`src/hw/rtl/uwp_pkg.sv`:
```
// Shared types and constants of the window pager.
// No dependencies; used by uwp_table, uwp_ctrl and unibus_window_pager_core.
`default_nettype none

package uwp_pkg;

  // Page table geometry
  localparam int TABLE_ENTRIES = 256;
  localparam int TBL_AW        = $clog2(TABLE_ENTRIES);

  // Widths of the stream payloads
  localparam int ADDR_W  = 20;
  localparam int WORD_W  = 36;
  localparam int HALF_W  = 16;
  localparam int BUS_W   = 3;
  localparam int BADDR_W = 19;
  localparam int OFS_W   = 10;
  localparam int S_DATA_W = 80;
  localparam int M_DATA_W = 80;

  // Address map
  localparam logic [ADDR_W-1:0] CTRL_BASE  = 20'o3776000;
  localparam logic [OFS_W-1:0]  CTRL_LIMIT = 10'o400;

  // Page table entry layout
  localparam int E_VALID_BIT = 35;
  localparam int E_BUS_LSB   = 26;
  localparam int E_BASE_LSB  = 10;
  localparam int E_LIMIT_LSB = 0;

  // Host write data inhibit bits
  localparam int WR_INH_FIRST  = 3;
  localparam int WR_INH_SECOND = 2;

  // Input item kinds
  localparam logic [1:0] KIND_READ  = 2'd0;
  localparam logic [1:0] KIND_WRITE = 2'd1;
  localparam logic [1:0] KIND_DATA  = 2'd2;

  // Bus read status
  localparam logic [1:0] BSTAT_ACK = 2'd0;

  // Result kinds
  localparam logic [1:0] RK_DONE   = 2'd0;
  localparam logic [1:0] RK_FAULT  = 2'd1;
  localparam logic [1:0] RK_BUS_RD = 2'd2;
  localparam logic [1:0] RK_BUS_WR = 2'd3;

  // Page table access request from the sequencer
  typedef struct packed {
    logic              rd_en;
    logic [TBL_AW-1:0] rd_addr;
    logic              wr_en;
    logic [TBL_AW-1:0] wr_addr;
    logic [WORD_W-1:0] wr_data;
  } tbl_req_t;

endpackage

`default_nettype wire

```
`src/hw/rtl/uwp_ctrl.sv`:
```
// Access sequencer: takes host and bus return transactions, looks up the page
// table, builds the result list and emits it. Depends on uwp_pkg.
`default_nettype none

module uwp_ctrl (
  input  wire logic                          clk,
  input  wire logic                          rst,
  // input stream
  input  wire logic                          s_tvalid,
  output logic                               s_tready,
  input  wire logic [uwp_pkg::S_DATA_W-1:0]  s_tdata,
  input  wire logic [1:0]                    s_tuser,
  // result stream
  output logic                               m_tvalid,
  input  wire logic                          m_tready,
  output logic [uwp_pkg::M_DATA_W-1:0]       m_tdata,
  output logic [1:0]                         m_tuser,
  output logic                               m_tlast,
  // page table
  output uwp_pkg::tbl_req_t                  tbl_req,
  input  wire logic [uwp_pkg::WORD_W-1:0]    tbl_rd_data
);

  typedef enum logic [2:0] {
    ST_IDLE = 3'b001,
    ST_LOOK = 3'b010,
    ST_EMIT = 3'b100
  } state_t;

  typedef struct packed {
    logic [1:0]                   kind;
    logic [uwp_pkg::WORD_W-1:0]   rdata;
    logic [uwp_pkg::BUS_W-1:0]    bus;
    logic [uwp_pkg::BADDR_W-1:0]  baddr;
    logic [uwp_pkg::HALF_W-1:0]   bdata;
    logic                         last;
  } res_t;

  function automatic res_t mk_res(
    input logic [1:0]                  kind,
    input logic [uwp_pkg::WORD_W-1:0]  rdata,
    input logic [uwp_pkg::BUS_W-1:0]   bus,
    input logic [uwp_pkg::BADDR_W-1:0] baddr,
    input logic [uwp_pkg::HALF_W-1:0]  bdata,
    input logic                        last
  );
    res_t r;
    r.kind  = kind;
    r.rdata = rdata;
    r.bus   = bus;
    r.baddr = baddr;
    r.bdata = bdata;
    r.last  = last;
    return r;
  endfunction

  state_t state;
  state_t state_next;

  // Latched input transaction
  logic [1:0]                   it_kind;
  logic [uwp_pkg::ADDR_W-1:0]   it_addr;
  logic [uwp_pkg::WORD_W-1:0]   it_wdata;
  logic [uwp_pkg::HALF_W-1:0]   it_bword;
  logic [1:0]                   it_bstat;

  // Read collection state
  logic                         read_pending;
  logic                         read_pending_next;
  logic                         halves;
  logic                         halves_next;
  logic [uwp_pkg::HALF_W-1:0]   first_half;
  logic [uwp_pkg::HALF_W-1:0]   first_half_next;

  // Result list
  res_t       res [3];
  res_t       res_next [3];
  logic [1:0] cnt;
  logic [1:0] cnt_next;
  logic [1:0] idx;

  // Lookup decode
  logic [uwp_pkg::ADDR_W-1:0]   s_addr;
  logic [uwp_pkg::OFS_W-1:0]    ofs;
  logic [7:0]                   page;
  logic                         ctrl_hit;
  logic                         ctrl_ok;
  logic                         page_ok;
  logic                         map_ok;
  logic [uwp_pkg::BUS_W-1:0]    e_bus;
  logic [15:0]                  e_base;
  logic [uwp_pkg::OFS_W-1:0]    e_limit;
  logic [16:0]                  sum;
  logic [uwp_pkg::HALF_W-1:0]   bword_eff;
  logic                         wr_first;
  logic                         wr_second;
  res_t                         r_done;
  res_t                         r_fault;
  res_t                         r_wr0;
  res_t                         r_wr1;

  // Input handshake, table read issue and control page table write
  assign s_tready = (state == ST_IDLE);
  assign s_addr   = s_tdata[19:0];

  always_comb begin
    tbl_req.rd_en   = s_tvalid && s_tready;
    tbl_req.rd_addr = (s_addr >= uwp_pkg::CTRL_BASE) ? s_addr[uwp_pkg::TBL_AW-1:0]
                                                     : s_addr[10 +: uwp_pkg::TBL_AW];
    tbl_req.wr_en   = (state == ST_LOOK) && (it_kind == uwp_pkg::KIND_WRITE) &&
                      ctrl_hit && ctrl_ok;
    tbl_req.wr_addr = ofs[uwp_pkg::TBL_AW-1:0];
    tbl_req.wr_data = it_wdata;
  end

  // Address and entry decode on the latched transaction
  assign ofs      = it_addr[9:0];
  assign page     = it_addr[17:10];
  assign ctrl_hit = (it_addr >= uwp_pkg::CTRL_BASE);
  assign ctrl_ok  = (ofs < uwp_pkg::CTRL_LIMIT) &&
                    ({1'b0, ofs} < 11'(uwp_pkg::TABLE_ENTRIES));
  assign page_ok  = ({1'b0, page} < 9'(uwp_pkg::TABLE_ENTRIES));
  assign e_bus    = tbl_rd_data[uwp_pkg::E_BUS_LSB +: uwp_pkg::BUS_W];
  assign e_base   = tbl_rd_data[uwp_pkg::E_BASE_LSB +: 16];
  assign e_limit  = tbl_rd_data[uwp_pkg::E_LIMIT_LSB +: uwp_pkg::OFS_W];
  assign map_ok   = page_ok && tbl_rd_data[uwp_pkg::E_VALID_BIT] && (ofs <= e_limit);
  assign sum      = {1'b0, e_base} + {7'b0, ofs};
  assign bword_eff = (it_bstat == uwp_pkg::BSTAT_ACK) ? it_bword : '0;
  assign wr_first  = !it_wdata[uwp_pkg::WR_INH_FIRST];
  assign wr_second = !it_wdata[uwp_pkg::WR_INH_SECOND];

  assign r_done  = mk_res(uwp_pkg::RK_DONE, '0, '0, '0, '0, 1'b1);
  assign r_fault = mk_res(uwp_pkg::RK_FAULT, '0, '0, '0, '0, 1'b1);
  assign r_wr0   = mk_res(uwp_pkg::RK_BUS_WR, '0, e_bus, {sum, 2'b00},
                          it_wdata[35:20], 1'b0);
  assign r_wr1   = mk_res(uwp_pkg::RK_BUS_WR, '0, e_bus, {sum, 2'b10},
                          it_wdata[19:4], 1'b0);

  // Result list and collection state for the transaction in lookup
  always_comb begin
    read_pending_next = read_pending;
    halves_next       = halves;
    first_half_next   = first_half;
    cnt_next          = 2'd0;
    res_next[0]       = r_done;
    res_next[1]       = r_done;
    res_next[2]       = r_done;
    case (it_kind)
      uwp_pkg::KIND_DATA: begin
        if (read_pending) begin
          if (!halves) begin
            first_half_next = bword_eff;
            halves_next     = 1'b1;
          end else begin
            read_pending_next = 1'b0;
            halves_next       = 1'b0;
            res_next[0] = mk_res(uwp_pkg::RK_DONE, {first_half, bword_eff, 4'b0000},
                                 '0, '0, '0, 1'b1);
            cnt_next    = 2'd1;
          end
        end
      end
      uwp_pkg::KIND_READ, uwp_pkg::KIND_WRITE: begin
        if (it_kind == uwp_pkg::KIND_READ) begin
          read_pending_next = 1'b0;
          halves_next       = 1'b0;
        end
        cnt_next = 2'd1;
        if (ctrl_hit) begin
          if (!ctrl_ok) begin
            res_next[0] = r_fault;
          end else if (it_kind == uwp_pkg::KIND_READ) begin
            res_next[0] = mk_res(uwp_pkg::RK_DONE, tbl_rd_data, '0, '0, '0, 1'b1);
          end
        end else if (!map_ok) begin
          res_next[0] = r_fault;
        end else if (it_kind == uwp_pkg::KIND_READ) begin
          res_next[0] = mk_res(uwp_pkg::RK_BUS_RD, '0, e_bus, {sum, 2'b00}, '0, 1'b0);
          res_next[1] = mk_res(uwp_pkg::RK_BUS_RD, '0, e_bus, {sum, 2'b10}, '0, 1'b1);
          cnt_next    = 2'd2;
          read_pending_next = 1'b1;
        end else begin
          // bus writes in order, each one dropped by its inhibit bit
          res_next[0] = wr_first ? r_wr0 : (wr_second ? r_wr1 : r_done);
          res_next[1] = (wr_first && wr_second) ? r_wr1 : r_done;
          cnt_next    = 2'd1 + {1'b0, wr_first} + {1'b0, wr_second};
        end
      end
      default: begin
        cnt_next = 2'd0;
      end
    endcase
  end

  // Sequencer
  always_comb begin
    state_next = state;
    case (state)
      ST_IDLE: if (s_tvalid) state_next = ST_LOOK;
      ST_LOOK: state_next = (cnt_next == 2'd0) ? ST_IDLE : ST_EMIT;
      ST_EMIT: if (m_tready && (idx == cnt - 2'd1)) state_next = ST_IDLE;
      default: state_next = ST_IDLE;
    endcase
  end

  always_ff @(posedge clk) begin
    if (rst) begin
      state        <= ST_IDLE;
      read_pending <= 1'b0;
      halves       <= 1'b0;
      first_half   <= '0;
      cnt          <= 2'd0;
      idx          <= 2'd0;
    end else begin
      state <= state_next;
      if (state == ST_LOOK) begin
        read_pending <= read_pending_next;
        halves       <= halves_next;
        first_half   <= first_half_next;
        cnt          <= cnt_next;
        idx          <= 2'd0;
      end else if ((state == ST_EMIT) && m_tready) begin
        idx <= idx + 2'd1;
      end
    end
  end

  // Payload registers
  always_ff @(posedge clk) begin
    if (s_tvalid && s_tready) begin
      it_kind  <= s_tuser;
      it_addr  <= s_tdata[19:0];
      it_wdata <= s_tdata[55:20];
      it_bword <= s_tdata[71:56];
      it_bstat <= s_tdata[73:72];
    end
    if (state == ST_LOOK) begin
      res[0] <= res_next[0];
      res[1] <= res_next[1];
      res[2] <= res_next[2];
    end
  end

  // Result stream
  assign m_tvalid = (state == ST_EMIT);
  assign m_tuser  = res[idx].kind;
  assign m_tlast  = res[idx].last;
  assign m_tdata  = {6'b0, res[idx].bdata, res[idx].baddr, res[idx].bus, res[idx].rdata};

  // One transaction at a time: never taking input while a result is shown
  a_one_at_a_time: assert property (@(posedge clk) disable iff (rst)
    !(s_tready && m_tvalid))
    else $error("input taken while results outstanding");

  a_accept_looks_up: assert property (@(posedge clk) disable iff (rst)
    (s_tvalid && s_tready) |=> (state == ST_LOOK))
    else $error("accepted transaction not looked up");

  a_table_write_ctx: assert property (@(posedge clk) disable iff (rst)
    tbl_req.wr_en |-> (ctrl_hit && (it_kind == uwp_pkg::KIND_WRITE)))
    else $error("table write outside a control page write");

  a_halves_need_pending: assert property (@(posedge clk) disable iff (rst)
    halves |-> read_pending)
    else $error("halfword held with no read pending");

  a_last_frees_input: assert property (@(posedge clk) disable iff (rst)
    (m_tvalid && m_tready && m_tlast) |=> s_tready)
    else $error("input not reopened after final result");

endmodule

`default_nettype wire

```
`config.mk`:
```
export PLATFORM = sky130hd
export DESIGN_NAME = uwp_ctrl
export DESIGN_NICKNAME = d
export VERILOG_FILES = /design/src/hw/rtl/uwp_pkg.sv /design/src/hw/rtl/uwp_ctrl.sv
export SDC_FILE = /design/constraint.sdc
export NUM_CORES = 1
export LEC_CHECK = 0
export ABC_AREA = 0
export BUFFER_PORTS_ARGS = -buffer_cell sky130_fd_sc_hd__buf_2
export CAP_MARGIN = 25
export CORE_MARGIN = 1
export CORE_UTILIZATION = 57
export DETAILED_ROUTE_END_ITERATION = 6
export GPL_ROUTABILITY_DRIVEN = 1
export PLACE_DENSITY = 0.91
export SYNTH_ARGS = -nofsm -noshare
export SYNTH_HDL_FRONTEND = slang
export SYNTH_SLANG_ARGS = --single-unit
```
`constraint.sdc`:
```
create_clock -name clk -period 8.75 [get_ports clk]
set_input_delay 0.875 -clock clk [delete_from_list [all_inputs] [get_ports clk]]
set_output_delay 0.875 -clock clk [all_outputs]
set_load 0.03 [all_outputs]
```
# Yosys cells after proc, flatten, opt, wreduce, memory -nomap -nowiden
# Memory sizes are Yosys's and may differ from the RTL's. A register that Yosys moved wholly into a read port is not among the register bits.
# Cells that the tools add are included.
# Widths: inputs -> output; s select.
[op_classes]
n_eq_ne = 10
n_lt_le_gt_ge = 5
n_mux = 40
add_sub_neg = 5
reduce_logical = 21
bitwise_logic = 1
[op_table]
columns = ["cell", "count"]
rows = [
  ["$mux 77", 8],
  ["$mux 75", 3],
  ["$mux 154", 1],
  ["$pmux 77 s2", 1],
  ["$mux 76", 1],
  ["$ge 20x20->1 const B", 2],
  ["$lt 10x9->1 const B", 2],
  ["$add 16x10->17", 1],
  ["$mux 16", 1],
  ["$mux 1", 12],
  ["$le 10x10->1", 1],
  ["$mux 2", 5],
  ["$logic_and 1x1->1", 9],
  ["$mux 3", 3],
  ["$pmux 3 s3", 1],
  ["$mux 8", 1],
  ["$reduce_and 4->1", 2],
  ["$logic_not 2->1", 3],
  ["$ne 2x2->1 const B", 3],
  ["$pmux 1 s2", 2],
  ["$pmux 2 s2", 1],
  ["$reduce_and 2->1", 2],
  ["$reduce_or 2->1", 2],
  ["$eq 3x1->1 const B", 1],
  ["other kinds (13)", 14],
]
[word_totals]
inputBits = 122
ff_bits = 101
n_memories = 1
ram_bits = 231
out_inout_bits = 139
wordCells = 94
[mem_list]
columns = ["memory", "words", "word_bits", "read_ports", "rd_ports_with_merged_regs", "write_ports", "line_no", "text"]
rows = [
  ["res", 3, 77, 1, 1, 3, "uwp_ctrl.sv:76", "res_t res [3];"],
]

# Longest topological paths before layout
[logic_depth]
ltp_word = 10
ltp_mapped = 9

# Worst setup path after synthesis
# Ideal clock, no wire load.
[synth_timing]
path_kind = "flip-flop to output port"
from = "register state[1]"
to = "output tbl_req[44] in the netlist's numbering"
required_time_ns = 7.875
path_buffers = 1
path_stages_with_launch = 5
path_slack_ns = 4.065
arrival_ns = 3.810
path_cell_list = "dfxtp_1 or3b_1 buf_2 inv_1 and4_1"
[synth_rtl]
columns = ["item", "line_no", "text"]
rows = [
  ["start, declared", "uwp_ctrl.sv:57", "state_t state;"],
  ["start signal, assigned", "uwp_ctrl.sv:215", "state <= state_next;"],
  ["end, declared", "uwp_ctrl.sv:20", "output uwp_pkg::tbl_req_t tbl_req,"],
]

==> out/metrics.cfg <==
[sta]
period_needed_ns=3.19
rsz0062_at_grt=no
fin_worst_skew_ns=0.0263
max_freq_mhz=314
setup_violations=0
hold_violations=0
fin_hold_ws_ns=0.455
fin_crit_sh_pct=36.4
setup_tns_ns=0
tightest_slew_ns=1.01
slew_violations=0
maxSlewHeadroom_pct=32.6

[global_route]
antenna_found_initial=1
grt_pass1_wl_um=36700
globalRouteOverflowTotal=0
grtUsageTotal_pct=26.2
grt_pass1_vias=7132
grt_max_degree=84

[placed_design]
placed_area_um2=11300
io_buffer_count=247
routabilityCongestion=0.875
dp_hpwl_um=16600

[worst_hold_path]
hp-class=reg2reg

[drt]
drt-pass1-iter-count=5
drc=0
first_iter_violations=607
wl_per_cell_um=18.7
vias=7417
drt-total-wl_um=23600
vias_per_cell=5.86
ant_nets=0

[clock_tree]
hold_buffers=0
cts_setup_buffers=0
cts_max_path_buffers=3
htreeDepth=1
cts_tree=yes
insertion_delay_ns=0.51
ctsResizeCount=0
cts.sinks=218
cts.reportedPaths.clkPinSlew_ns=0.06
numCtsBuffers=23
root_buffer=clkbuf_16

[power]
powerDensity_nw_per_um2=200
irDropWorstVdd_uv=195
p_total_mw=2.42
leakage_nw=4.49

[die]
io_pins=261
die_y_um=134
die_area_um2=18100
start_util_pct=58.1
chipWidth_um=134
num_rows=48
fp.coreArea_um2=17200

[logic_synthesis]
synth-seq-area-share_pct=62.8
syn_inst=793
synth_warnings=0
ys_types=63
synth_top_area_cell=edfxtp_1
avgSynthCellArea_um2=12.6
synthesis.area_um2=9990
synth-seq-cells=218
synth_common_cells=edfxtp_1 (191), nor2_1 (80), and2_1 (49)
async_flop_share_pct=0
yosysTopAreaCellShare_pct=57.4
synth_most_common_cell=edfxtp_1
synth_edf_count=191
synthTopCellsByArea=edfxtp_1 (57%), dfxtp_1 (5.4%), mux2i_1 (3.7%)
ys.flop_type=edfxtp_1

[finish]
num-nets-final=1170
n_fill_cell=1204
final_area_um2=12100
layout-drive-gt1-share_pct=29.7
syn_to_final_growth_pct=20.8

[worst_setup_path]
worstPathArrival_ns=2.31
critical_path_class=reg2out
cp.required_ns=7.88
critPathLaunchType=flop
cp-end-kind=output pin
crit_fanout=38

[flow_run]
max_cap_violations=0

[run_status]
outcome=completed

==> registers in the layout (all words and copies together) (netlist names), named ones only <==
register,cells
res,115
it_wdata,36
it_addr,20
first_half,16
it_bword,16
state,3
cnt,2
idx,2
it_bstat,2
it_kind,2
halves,1
==> power breakdown <==
part | switching (mW) | internal, mW | total [mW]
Combinational | 0.182 | 0.0844 | 0.266
Clock | 0.386 | 0.560 | 0.947
Sequential | 0.0242 | 1.18 | 1.20
Total | 0.593 | 1.82 | 2.42
==> area by class of cell <==
cell class | count | area [µm²] | share of cell area, %
flip-flops and latches | 218 | 6280 | 52.0
multi-input cells | 500 | 3350 | 27.8
repair buffers | 256 | 1320 | 11.0
clock buffers | 29 | 618 | 5.12
well taps | 225 | 282 | 2.33
clock inverters | 12 | 116 | 0.965
inverters | 24 | 92.6 | 0.768
diodes | 1 | 2.50 | 0.0207
==> final timing paths <==
| check | start | endpoint | slack, ns | cells after the start |
|---|---|---|---|---|
| setup reg to reg | it_wdata[3]$_DFFE_PP_ | res[1][37]$_SDFFCE_PP0P_ | 5.64 | 6 |
| setup / recovery | state[1]$_SDFFE_PP0P_ | tbl_req[44] | 5.56 | 4 |
| hold / removal | first_half[11]$_SDFFE_PP0P_ | first_half[11]$_SDFFE_PP0P_ | 0.45 | 2 |
| hold reg to reg | first_half[11]$_SDFFE_PP0P_ | first_half[11]$_SDFFE_PP0P_ | 0.45 | 2 |
==> placed cells by master (no fill, tap or decap), types with 24 or more instances in the layout <==
master / synthesis / layout
a21oi_1: 36 / 36
and2_1: 49 / 48
buf_2: 7 / 247
dfxtp_1: 27 / 26
edfxtp_1: 191 / 191
ha_1: 24 / 24
mux2i_1: 37 / 37
nand2_1: 31 / 31
nand3_1: 26 / 26
nor2_1: 80 / 77
==> kinds of logic (layout without fill, tap and decap cells) <==
group           count (synthesis)  count (layout)  share of synthesized area (%)
simple gates                  269             269                           14.0
flops                         218             218                           62.8
compound gates                148             148                           10.9
buf+inv                        81             321                           3.92
mux                            43              43                           4.38
fa+ha+maj                      25              25                           3.21
xor+xnor                        8               8                          0.702
other cells                     1               8                         0.0375
==> per-stage QoR <==
step	instances	utilization (%)	setup WS, ns
after floorplan	799	-	4.06
after global placement	1220	65.7	5.50
after global routing	1265	70.2	5.46
after detailed placement	1223	65.9	5.41
after CTS	1264	70.2	5.55
final	1265	70.2	5.56
==> metal layers <==
metal	wire length [µm]	vias up	GRT usage, %
li1	-	3422	-
met3	1900	60	5.52
met4	780	0	9.86
met1	9010	3571	32.3
met2	11900	364	45.3
met5	0	-	0
==> critical path: stages, from the launching register on <==
cell and delay [ns]:
dfxtp_1 0.36, or3b_1 0.52, inv_4 0.45, and4_1 0.27, buf_2 0.22
(Power assumes the default switching activity.)
